==> config.mk <==
export PLATFORM = sky130hd
export DESIGN_NAME = mie_alu
export DESIGN_NICKNAME = d
export VERILOG_FILES = /design/src/rtl/mie_pkg.sv /design/src/rtl/mie_alu.sv
export SDC_FILE = /design/constraint.sdc
export NUM_CORES = 1
export LEC_CHECK = 0
export BUFFER_PORTS_ARGS = -buffer_cell sky130_fd_sc_hd__buf_4
export CAP_MARGIN = 10
export CORE_UTILIZATION = 58
export DETAILED_ROUTE_END_ITERATION = 7
export PLACE_DENSITY = 0.92
export SYNTH_ARGS = -nofsm -noshare
export SYNTH_HDL_FRONTEND = slang
export SYNTH_SLANG_ARGS = --single-unit
export TNS_END_PERCENT = 100
==> constraint.sdc <==
create_clock -name vclk -period 21.7
set_input_delay 5.425 -clock vclk [all_inputs]
set_output_delay 5.425 -clock vclk [all_outputs]
set_load 0.005 [all_outputs]
==> src/rtl/mie_pkg.sv <==
// shared types, opcodes and helpers for the i-type execute block
`default_nettype none

package mie_pkg;

  typedef enum logic [3:0] {
    OP_ADDI = 4'd0,
    OP_LW   = 4'd1,
    OP_LH   = 4'd2,
    OP_LHU  = 4'd3,
    OP_LB   = 4'd4,
    OP_LBU  = 4'd5,
    OP_SW   = 4'd6,
    OP_SH   = 4'd7,
    OP_SB   = 4'd8,
    OP_LUI  = 4'd9,
    OP_ANDI = 4'd10,
    OP_ORI  = 4'd11,
    OP_NORI = 4'd12,
    OP_SLTI = 4'd13,
    OP_BEQ  = 4'd14,
    OP_BNE  = 4'd15
  } op_e;

  typedef enum logic [2:0] {
    S_CLEAR,
    S_IDLE,
    S_EXEC,
    S_LOAD,
    S_HOLD
  } state_e;

  // outcome of the execute cycle
  typedef struct packed {
    logic        reg_wr;
    logic [31:0] reg_val;
    logic        ovf;
    logic        aerr;
    logic        merr;
    logic        taken;
    logic [31:0] next_pc;
    logic        load_go;
    logic [3:0]  store_we;
    logic [31:0] store_data;
    logic [31:0] addr;
  } exec_t;

  // one result transaction
  typedef struct packed {
    logic [31:0] next_pc;
    logic        branch_taken;
    logic        reg_write;
    logic [4:0]  reg_index;
    logic [31:0] reg_value;
    logic        overflow_flag;
    logic        address_error;
    logic        misaligned_error;
  } result_t;

  // pick and extend the loaded bytes out of a big-endian memory word
  function automatic logic [31:0] load_extract(op_e op, logic [1:0] off, logic [31:0] word);
    logic [15:0] half;
    logic [7:0]  byte_v;
    logic [31:0] res;
    half = off[1] ? word[15:0] : word[31:16];
    case (off)
      2'd0:    byte_v = word[31:24];
      2'd1:    byte_v = word[23:16];
      2'd2:    byte_v = word[15:8];
      default: byte_v = word[7:0];
    endcase
    case (op)
      OP_LW:   res = word;
      OP_LH:   res = {{16{half[15]}}, half};
      OP_LHU:  res = {16'h0000, half};
      OP_LB:   res = {{24{byte_v[7]}}, byte_v};
      OP_LBU:  res = {24'h000000, byte_v};
      default: res = '0;
    endcase
    return res;
  endfunction

endpackage

`default_nettype wire

==> src/rtl/mie_alu.sv <==
// execute logic: alu, address checks, branch target and store lane steering
`default_nettype none

module mie_alu #(
  parameter int MEM_BYTES = 1024
) (
  input  mie_pkg::op_e   op_i,
  input  logic [4:0]     rt_index_i,
  input  logic [15:0]    immediate_i,
  input  logic [31:0]    rs_val_i,
  input  logic [31:0]    rt_val_i,
  input  logic [31:0]    pc_i,
  output mie_pkg::exec_t exec_o
);
  import mie_pkg::*;

  localparam logic [32:0] MemLimit = 33'(MEM_BYTES);

  logic [31:0] simm;
  logic [31:0] sum;
  logic        sum_ovf;
  logic [2:0]  size;
  logic        is_mem, is_load;
  logic        aerr, merr, ok;
  logic [1:0]  off;
  logic [31:0] val;
  logic        wr;
  logic        taken;

  always_comb begin
    simm    = {{16{immediate_i[15]}}, immediate_i};
    sum     = rs_val_i + simm;
    sum_ovf = ~(rs_val_i[31] ^ simm[31]) & (rs_val_i[31] ^ sum[31]);
    off     = sum[1:0];

    case (op_i)
      OP_LW, OP_SW:        size = 3'd4;
      OP_LH, OP_LHU, OP_SH: size = 3'd2;
      default:             size = 3'd1;
    endcase
    is_mem  = (op_i inside {[OP_LW:OP_SB]});
    is_load = (op_i inside {[OP_LW:OP_LBU]});
    aerr    = is_mem && (({1'b0, sum} + 33'(size)) > MemLimit);
    merr    = is_mem && ((sum[1:0] & (size[1:0] - 2'd1)) != 2'b00);
    ok      = !sum_ovf && !aerr && !merr;

    val   = '0;
    wr    = 1'b1;
    taken = 1'b0;
    case (op_i)
      OP_ADDI: begin
        val = sum;
        wr  = !sum_ovf;
      end
      OP_LUI:  val = {immediate_i, 16'h0000};
      OP_ANDI: val = rs_val_i & {16'h0000, immediate_i};
      OP_ORI:  val = rs_val_i | {16'h0000, immediate_i};
      OP_NORI: val = ~(rs_val_i | {16'h0000, immediate_i});
      OP_SLTI: val = {31'd0, $signed(rs_val_i) < $signed(simm)};
      OP_BEQ: begin
        wr    = 1'b0;
        taken = (rs_val_i == rt_val_i);
      end
      OP_BNE: begin
        wr    = 1'b0;
        taken = (rs_val_i != rt_val_i);
      end
      default: wr = 1'b0; // loads write later, stores never
    endcase

    exec_o.reg_wr   = wr && (rt_index_i != 5'd0);
    exec_o.reg_val  = val;
    exec_o.ovf      = (op_i == OP_ADDI || is_mem) && sum_ovf;
    exec_o.aerr     = aerr;
    exec_o.merr     = merr;
    exec_o.taken    = taken;
    exec_o.next_pc  = taken ? pc_i + {simm[29:0], 2'b00} : pc_i;
    exec_o.load_go  = is_load && ok;
    exec_o.addr     = sum;

    // big-endian: byte address offset 0 sits in the top lane
    exec_o.store_we   = 4'b0000;
    exec_o.store_data = '0;
    if (ok) begin
      case (op_i)
        OP_SW: begin
          exec_o.store_we   = 4'b1111;
          exec_o.store_data = rt_val_i;
        end
        OP_SH: begin
          exec_o.store_we   = off[1] ? 4'b0011 : 4'b1100;
          exec_o.store_data = {2{rt_val_i[15:0]}};
        end
        OP_SB: begin
          exec_o.store_we   = 4'b1000 >> off;
          exec_o.store_data = {4{rt_val_i[7:0]}};
        end
        default: begin
          exec_o.store_we   = 4'b0000;
          exec_o.store_data = '0;
        end
      endcase
    end
  end

endmodule

`default_nettype wire

==> results of run 1 <==
==> critical path: cells and delay by family <==
kind                     cells  cell delay, ns
XOR/XNOR                     1            0.36
buffers and inverters        3            1.02
adder cells (fa/ha/maj)      1            0.59
AND/OR/NAND/NOR              5            1.24
AO/OA/AOI/OAI                7            2.58
==> per-layer routing <==
| layer | track usage (%) | vias to the layer above | part of all wire (%) |
|---|---|---|---|
| li1 | - | 4573 | - |
| met1 | 52.89 | 4584 | 35 |
| met2 | 74.52 | 809 | 44 |
| met3 | 11.64 | 168 | 14 |
| met4 | 24.22 | 0 | 6.6 |
| met5 | 0 | - | 0 |
==> synth_stat cells, drive strengths merged, types with 22 or more instances <==
| cell | n |
|---|---|
| o22ai | 24 |
| nor3 | 31 |
| nand3 | 22 |
| o21ai | 66 |
| inv | 100 |
| ha | 112 |
| mux2 | 26 |
| clkbuf | 38 |
| xnor2 | 30 |
| a21oi | 89 |
| nor2 | 117 |
| mux2i | 27 |
| xor2 | 45 |
| nor4 | 23 |
| nand2 | 78 |
| a22oi | 35 |
==> kinds of logic after synthesis <==
logic type | share of synthesized area [%]
adders and majority gates | 19.07
and+or+nand+nor | 24.48
xor gates and xnor gates | 8.573
muxes | 7.397
buffers and inverters | 8.262
AOI/OAI and AO/OA | 32.22
==> power groups by stage <==
| stage | Sequential [W] | Combinational [W] | Clock [W] |
|---|---|---|---|
| 2_1_floorplan | 0 | 0.000169 | 0 |
| 3_3_place_gp | 0 | 0.000271 | 0 |
| 3_5_place_dp | 0 | 0.000276 | 0 |
| 4_1_cts | 0 | 0.000278 | 0 |
| 5_1_grt | 0 | 0.000308 | 0 |
| 6_report | 0 | 0.000288 | 0.00000000000413 |
==> layout by cell type, fill, tap and decap left out, types with 16 or more instances in the layout <==
cell type,synthesis,layout
ha_1,112,112
and2_1,16,16
mux2i_1,27,27
a21o_1,18,18
a22oi_1,35,35
o22ai_1,24,24
xnor2_1,30,30
a21oi_1,88,88
nand2_1,78,78
nand3_1,21,21
nor4_1,23,23
mux2_2,25,25
nor2_1,113,112
xor2_1,45,45
o21bai_1,19,19
buf_4,6,260
nor3_1,30,30
inv_1,99,99
o21ai_0,62,62
==> metrics by stage <==
stage	setup WS, ns	hold slack (ns)
detailed placement	5.237	10.85
global route	4.698	10.85
global placement	5.441	10.85
floorplan	6.746	10.91
CTS	5.236	10.85
finish	5.014	10.85
==> worst max path at each step <==
stage,from,to,slack (ns)
floorplan,immediate_i[15],exec_o[51],6.75
global placement,immediate_i[15],exec_o[57],5.44
detailed placement,immediate_i[15],exec_o[41],5.24
CTS,immediate_i[15],exec_o[57],5.24
global route,immediate_i[15],exec_o[57],4.70
finish,immediate_i[15],exec_o[41],5.01
==> final cells by class <==
cell class | instances | area, um^2
antenna | 1 | 2.502
tap | 172 | 215.2
timing repair buffer | 260 | 1952
inverter | 100 | 375.4
fill | 1062 | 3197
multi-input combinational | 980 | 7032
==> impl_metrics.env, run 1 <==
export IMPL_dp_cells=1512
export IMPL_die_w_um=116.9
export IMPL_grt_pass1_wl_um=47420
export IMPL_required_ns=16.27
export IMPL_seq_cells=0
export IMPL_min_period_ns=16.69
export IMPL_core_area_um2=12770
export IMPL_drtIter0Drc=1377
export IMPL_critPathLaunchType="input port"
export IMPL_layout_drive_gt1_share_pct=23.58
export IMPL_synthTopCellsByArea="ha_1 18%, a21oi_1 5.7%, nor2_1 5.5%"
export IMPL_cp_slowest_cell="a2bb2oi_2"
export IMPL_grt_pass1_vias=9108
export IMPL_p_seq_share_pct=0
export IMPL_cts_resized=0
export IMPL_slowest_delay_ns=0.88
export IMPL_start_util_pct=59.99
export IMPL_slew_viol_final=0
export IMPL_holdPathStages=0
export IMPL_finalHoldViolCount=0
export IMPL_vias=10130
export IMPL_crit_fanout=33
export IMPL_grt_ovfl_total=0
export IMPL_grt_usage_pct=44.85
export IMPL_min_from="pc_i[1]"
export IMPL_wl_um=32360
export IMPL_finalNonFillerCells=1513
export IMPL_yosysUniqueCellTypes=89
export IMPL_grt_start_max_net_pins=40
export IMPL_post_drt_wl_per_cell_um=21.39
export IMPL_ir_drop_v=0.00001736
export IMPL_switching_power_w=0.0001704
export IMPL_synth_avg_cell_area_um2=6.751
export IMPL_dr_pass1_iters=7
export IMPL_hp_class="input port to primary output"
export IMPL_antenna_found_initial=2
export IMPL_synth_fp_nets=1371
export IMPL_drc=0
export IMPL_die_h_um=116.9
export IMPL_vias_per_cell=6.698
export IMPL_p_sw_share_pct=59.20
export IMPL_hold_buffers=0
export IMPL_pwr_share_comb_pct=100.0
export IMPL_cp_common_cell="buf_4"
export IMPL_dp_hpwl_um=26390
export IMPL_min_to="exec_o[70]"
export IMPL_ant_nets=0
export IMPL_period_share_pct=76.89
export IMPL_syn_inst=1135
export IMPL_critPathCaptureType="primary output"
export IMPL_max_slew_margin_pct=20.69
export IMPL_rows=41
export IMPL_clkbuf_count=0
export IMPL_post_dp_cell_area_um2=9574
export IMPL_pwr_share_clk_pct=0
export IMPL_portBuffers=255
export IMPL_p_int_w=0.0001174
export IMPL_ff_latch_area_um2=0
export IMPL_fin_area_um2=9577
export IMPL_synth_top_area_share_pct=18.29
export IMPL_fmax_ghz=0.05993
export IMPL_leakage_nw=4.574
export IMPL_yosysTopAreaCell="ha_1"
export IMPL_worst_slew_pin_slew_ns=1.185
export IMPL_ioPinCount=259
export IMPL_area_growth_pct=24.98
export IMPL_yosys_warnings=0
export IMPL_rsz0062_at_grt="no"
export IMPL_ys_seq_area_share_pct=0
export IMPL_status="completed"
export IMPL_syn_cell_area_um2=7662
export IMPL_finalSetupTns_ns=0
export IMPL_fin_nets=1578
export IMPL_critPathArrivalTime_ns=11.26
export IMPL_cp_cell_sequence="buf_4 -> inv_1 -> ha_1 -> nand2b_1 -> a221oi_1 -> nor3_1 -> o31a_1 -> a21oi_1 -> xnor2_1 -> o211ai_1 -> nor4_1 -> a311o_1 -> o21ai_0 -> nand4_2 -> a2bb2oi_2 -> nor2_1 -> buf_4"
export IMPL_fin_util_pct=74.97
export IMPL_crit_type="input port to primary output"
export IMPL_dieArea_um2=13680
export IMPL_report_final_setup_viol=0
export IMPL_power_density_nw_per_um2=30.06
export IMPL_total_power_w=0.0002879
export IMPL_drv_cap=0
export IMPL_post_cts_buffers=0
export IMPL_routabilityCongestion=1.104
No activity file was read; power rests on OpenSTA's default activity.
==> run 2, diff against run 1 <==
--- a/config.mk
+++ b/config.mk
@@ -5,11 +5,12 @@
 export SDC_FILE = /design/constraint.sdc
 export NUM_CORES = 1
 export LEC_CHECK = 0
+export ABC_AREA = 1
 export BUFFER_PORTS_ARGS = -buffer_cell sky130_fd_sc_hd__buf_4
 export CAP_MARGIN = 10
-export CORE_UTILIZATION = 58
+export CORE_UTILIZATION = 51
 export DETAILED_ROUTE_END_ITERATION = 7
-export PLACE_DENSITY = 0.92
+export PLACE_DENSITY = 0.84
 export SYNTH_ARGS = -nofsm -noshare
 export SYNTH_HDL_FRONTEND = slang
 export SYNTH_SLANG_ARGS = --single-unit
==> constraint.sdc (replaced) <==
create_clock -name vclk -period 13.8
set_input_delay 3.45 -clock vclk [all_inputs]
set_output_delay 3.45 -clock vclk [all_outputs]
set_load 0.005 [all_outputs]
==> impl_metrics.env, run 2 <==
export IMPL_syn_cell_area_um2=8964
export IMPL_drv_cap=0
export IMPL_max_slew_margin_pct=22.36
export IMPL_yosysTopAreaCell="nand2_1"
export IMPL_critPathTopFamily="simple AND/OR/NAND/NOR gates"
export IMPL_total_power_w=0.0005048
export IMPL_finalHoldViolCount=0
export IMPL_syn_inst=1641
export IMPL_ioPinCount=259
export IMPL_power_density_nw_per_um2=45.78
export IMPL_critPathArrivalTime_ns=7.91
export IMPL_core_area_um2=17240
export IMPL_slowest_delay_ns=0.74
export IMPL_die_h_um=134.6
export IMPL_hp_class="input port to primary output"
export IMPL_layout_drive_gt1_share_pct=22.66
export IMPL_cp_num_buf_inv=4
export IMPL_rows=48
export IMPL_dieArea_um2=18110
export IMPL_leakage_nw=5.964
export IMPL_grt_usage_pct=39.71
export IMPL_period_share_pct=82.32
export IMPL_slew_viol_final=0
export IMPL_status="completed"
export IMPL_seq_cells=0
export IMPL_routabilityCongestion=1.044
export IMPL_required_ns=10.35
export IMPL_yosys_warnings=0
export IMPL_ant_nets=0
export IMPL_rsz0062_at_grt="no"
export IMPL_final_cell_mix="455 x nand2_1, 258 x buf_4, 239 x inv_1"
export IMPL_critPathCaptureType="primary output"
export IMPL_grt_pass1_vias=10700
export IMPL_report_final_setup_viol=0
export IMPL_ys_seq_area_share_pct=0
export IMPL_multi_input_area_um2=7765
export IMPL_yosysUniqueCellTypes=45
export IMPL_min_period_ns=11.36
export IMPL_cp_slowest_cell="fa_1"
export IMPL_cp_common_cell="nand3_1"
export IMPL_nFillCells=1745
export IMPL_vias_per_cell=5.673
export IMPL_area_growth_pct=23.02
export IMPL_post_drt_wl_per_cell_um=17.76
export IMPL_fmax_ghz=0.08802
export IMPL_dr_pass1_iters=7
export IMPL_finalNonFillerCells=2097
export IMPL_synth_common_cells="455 x nand2_1, 239 x inv_1, 130 x nor2_1"
export IMPL_dp_cells=2095
export IMPL_post_cts_buffers=0
export IMPL_ff_latch_area_um2=0
export IMPL_dp_hpwl_um=31930
export IMPL_clkbuf_count=0
export IMPL_drtIter0Drc=1220
export IMPL_drc=0
export IMPL_synth_top_area_share_pct=19.05
export IMPL_synth_avg_cell_area_um2=5.462
export IMPL_ir_drop_v=0.00002637
export IMPL_yosysMostFrequentCell="nand2_1"
export IMPL_critPathLaunchType="input port"
export IMPL_hold_buffers=0
export IMPL_crit_fanout=37
export IMPL_synth_fp_nets=1877
export IMPL_finalSetupTns_ns=0
export IMPL_grt_start_max_net_pins=52
export IMPL_start_util_pct=52.00
export IMPL_worst_slew_pin_slew_ns=1.163
export IMPL_crit_type="input port to primary output"
export IMPL_layout_commonest_cell="nand2_1"
export IMPL_fin_nets=2109
export IMPL_min_from="pc_i[0]"
export IMPL_synthTopCellsByArea="nand2_1 19%, ha_1 16%, inv_1 10%"
export IMPL_grt_pass1_wl_um=56660
export IMPL_startpoint="immediate_i[0]"
export IMPL_vias=11900
export IMPL_cts_resized=0
export IMPL_antenna_found_initial=1
export IMPL_grt_ovfl_total=0
export IMPL_die_w_um=134.6
export IMPL_wl_um=37240
export IMPL_portBuffers=255
run 2: changes by cell type in the layout (fill, tap and decap cells not counted), moves of 16 or more:
cell,change
nand2_1,+377
inv_1,+140
nand3_1,+85
nand2_2,+49
a21oi_1,+41
nor2_4,+40
o21ai_0,+38
a22oi_1,-35
inv_2,+28
xor2_1,-28
mux2i_1,-27
mux2_2,-25
nor4_1,-18
nor2_1,+16
run 2: path summary, 6_finish.rpt:
path	end	slack (ns)	cells after the start
setup / recovery	exec_o[33]	2.44	25
hold / removal	exec_o[69]	6.90	0
run 2: through the flow:
step / setup slack [ns] / util (%) / area, um^2 / hold slack [ns]
floorplan: 3.788 / - / 8964 / 6.951
CTS: 2.586 / 63.80 / 11000 / 6.900
finish: 2.439 / 63.97 / 11030 / 6.900
global route: 2.127 / 63.96 / 11020 / 6.900
global placement: 2.626 / 63.80 / 11000 / 6.900
detailed placement: 2.600 / 63.80 / 11000 / 6.900
run 2: metal layers:
layer | wire length (um) | track usage, %
met1 | 15180 | 52.69
met2 | 16200 | 64.16
met3 | 4180 | 6.381
met4 | 1683 | 15.36
met5 | 0 | 0
run 2: area by class of cell:
cell class / count / area share (%)
inverter: 270 / 9.191
antenna: 1 / 0.02269
tap: 225 / 2.553
multi-input combinational: 1342 / 70.42
timing repair buffer: 259 / 17.81
run 2: logic make-up after synthesis:
family                   count (synthesis)  share of synthesized area (%)
AND/OR/NAND/NOR                        878                          46.73
buffers and inverters                  299                          13.43
AO/OA/AOI/OAI                          298                          18.55
adder cells (fa/ha/maj)                115                          16.30
XOR/XNOR                                51                          4.983
run 2: power breakdown:
group,internal [W],switching [W]
sequential,0,0
clock,0.00000000000723,0
combinational,0.000179,0.000325
total,0.000179,0.000325
==> run 3, diff against run 2 <==
--- a/config.mk
+++ b/config.mk
@@ -8,9 +8,9 @@
 export ABC_AREA = 1
 export BUFFER_PORTS_ARGS = -buffer_cell sky130_fd_sc_hd__buf_4
 export CAP_MARGIN = 10
-export CORE_UTILIZATION = 51
+export CORE_UTILIZATION = 56
 export DETAILED_ROUTE_END_ITERATION = 7
-export PLACE_DENSITY = 0.84
+export PLACE_DENSITY = 0.87
 export SYNTH_ARGS = -nofsm -noshare
 export SYNTH_HDL_FRONTEND = slang
 export SYNTH_SLANG_ARGS = --single-unit
==> constraint.sdc (replaced) <==
create_clock -name vclk -period 11.9
set_input_delay 2.975 -clock vclk [all_inputs]
set_output_delay 2.975 -clock vclk [all_outputs]
set_load 0.005 [all_outputs]
==> impl_metrics.env, run 3 (synthesized netlist as in run 2, its figures left out) <==
export IMPL_status="completed"
export IMPL_multi_input_area_um2=7760
export IMPL_layout_drive_gt1_share_pct=22.64
export IMPL_leakage_nw=5.965
export IMPL_dp_hpwl_um=31630
export IMPL_hold_buffers=0
export IMPL_pwr_share_comb_pct=100.0
export IMPL_p_int_w=0.0002081
export IMPL_grt_pass1_wl_um=56720
export IMPL_start_util_pct=58.10
export IMPL_area_growth_pct=22.68
export IMPL_fin_nets=2111
export IMPL_grt_ovfl_total=0
export IMPL_clkbuf_count=0
export IMPL_max_slew_margin_pct=48.37
export IMPL_p_seq_share_pct=0
export IMPL_die_h_um=128.5
export IMPL_fin_area_um2=11000
export IMPL_min_period_ns=10.53
export IMPL_grt_pass1_vias=11110
export IMPL_grt_usage_pct=43.52
export IMPL_die_w_um=128.5
export IMPL_p_sw_share_pct=64.40
export IMPL_ff_latch_area_um2=0
export IMPL_finalHoldViolCount=0
export IMPL_dr_pass1_iters=7
export IMPL_period_share_pct=88.52
export IMPL_antenna_found_initial=0
export IMPL_drc=0
export IMPL_critPathArrivalTime_ns=7.56
export IMPL_wl_um=37010
export IMPL_final_cell_mix="455 x nand2_1, 261 x buf_4, 239 x inv_1"
export IMPL_crit_fanout=37
export IMPL_post_dp_cell_area_um2=11000
export IMPL_post_drt_wl_per_cell_um=17.76
export IMPL_routabilityCongestion=1.074
export IMPL_fin_hold_ws_ns=5.950
export IMPL_vias_per_cell=5.864
export IMPL_power_density_nw_per_um2=53.16
export IMPL_crit_type="input port to primary output"
export IMPL_hp_class="input port to primary output"
export IMPL_layout_commonest_cell="nand2_1"
export IMPL_dieArea_um2=16520
export IMPL_ant_nets=0
export IMPL_rows=45
export IMPL_rsz0062_at_grt="no"
export IMPL_num_antenna_cells=0
export IMPL_report_final_setup_viol=0
export IMPL_ioPinCount=259
export IMPL_slew_viol_final=0
export IMPL_core_area_um2=15430
export IMPL_finalSetupTns_ns=0
export IMPL_worst_slew_pin_slew_ns=0.7737
export IMPL_drtIter0Drc=1194
export IMPL_critPathCaptureType="primary output"
export IMPL_pwr_share_clk_pct=0
export IMPL_seq_cells=0
export IMPL_drv_cap=0
export IMPL_portBuffers=255
export IMPL_vias=12220
export IMPL_required_ns=8.93
export IMPL_nFillCells=1471
export IMPL_post_cts_buffers=0
export IMPL_ir_drop_v=0.00003170
export IMPL_grt_start_max_net_pins=52
export IMPL_holdPathStages=0
export IMPL_critPathLaunchType="input port"
export IMPL_switching_power_w=0.0003764
export IMPL_cts_resized=0
export IMPL_fmax_ghz=0.09493
## run 3: cell count changes in the layout (fill, tap and decap cells not counted), sizes merged
cell,previous run,this run
buf,259,261
diode,1,0
## run 3: metal layers
metal | track usage, % | vias up | wire (um)
met5 | 0 | - | 0
li1 | - | 5789 | -
met4 | 21.38 | 0 | 2219
met2 | 69.76 | 830 | 15780
met1 | 55.95 | 5439 | 14450
met3 | 7.942 | 162 | 4553
## run 3: path summary, 6_finish.rpt
path,slack (ns),endpoint,start
worst max-delay path,1.37,exec_o[34],immediate_i[0]
worst min-delay path,5.95,exec_o[69],pc_i[0]
## run 3: critical path, cell delays in order
cell and delay, ns:
buf_4 0.14, ha_1 0.37, inv_1 0.11, fa_1 0.42
xnor2_1 0.49, ha_1 0.31, inv_1 0.06, o21bai_1 0.29
nand2_1 0.12, nor2_1 0.15, nand3_1 0.12, nor2_1 0.23
nand2_1 0.12, nor2_2 0.15, nand2_1 0.07, nand2_1 0.10
nand3_1 0.08, nor2_1 0.19, nand3_1 0.11, nand2_1 0.08
nand3_2 0.10, nand2_4 0.10, nand2_8 0.28, nor2_1 0.22
buf_4 0.14
## run 3: layout make-up
cell class | count | area share [%]
repair buffers | 261 | 17.82
multi-input cells | 1342 | 70.57
well taps | 211 | 2.401
inverters | 270 | 9.216
## run 3: power by group through the flow
stage               sequential [W]  combinational, W  clock (W)
global placement                 0          0.000557          0
finish                           0          0.000585          0
global route                     0          0.000635          0
CTS                              0          0.000568          0
floorplan                        0          0.000361          0
detailed placement               0          0.000565          0
## run 3: through the flow
step	std cells	utilization [%]	worst slack, ns	total power, W
finish	2084	71.28	1.366	0.0005845
global route	2084	71.28	1.039	0.0006348
CTS	2084	71.28	1.561	0.0005680
detailed placement	2084	71.28	1.588	0.0005650
global placement	2084	71.28	1.679	0.0005574
floorplan	1641	-	2.838	0.0003613
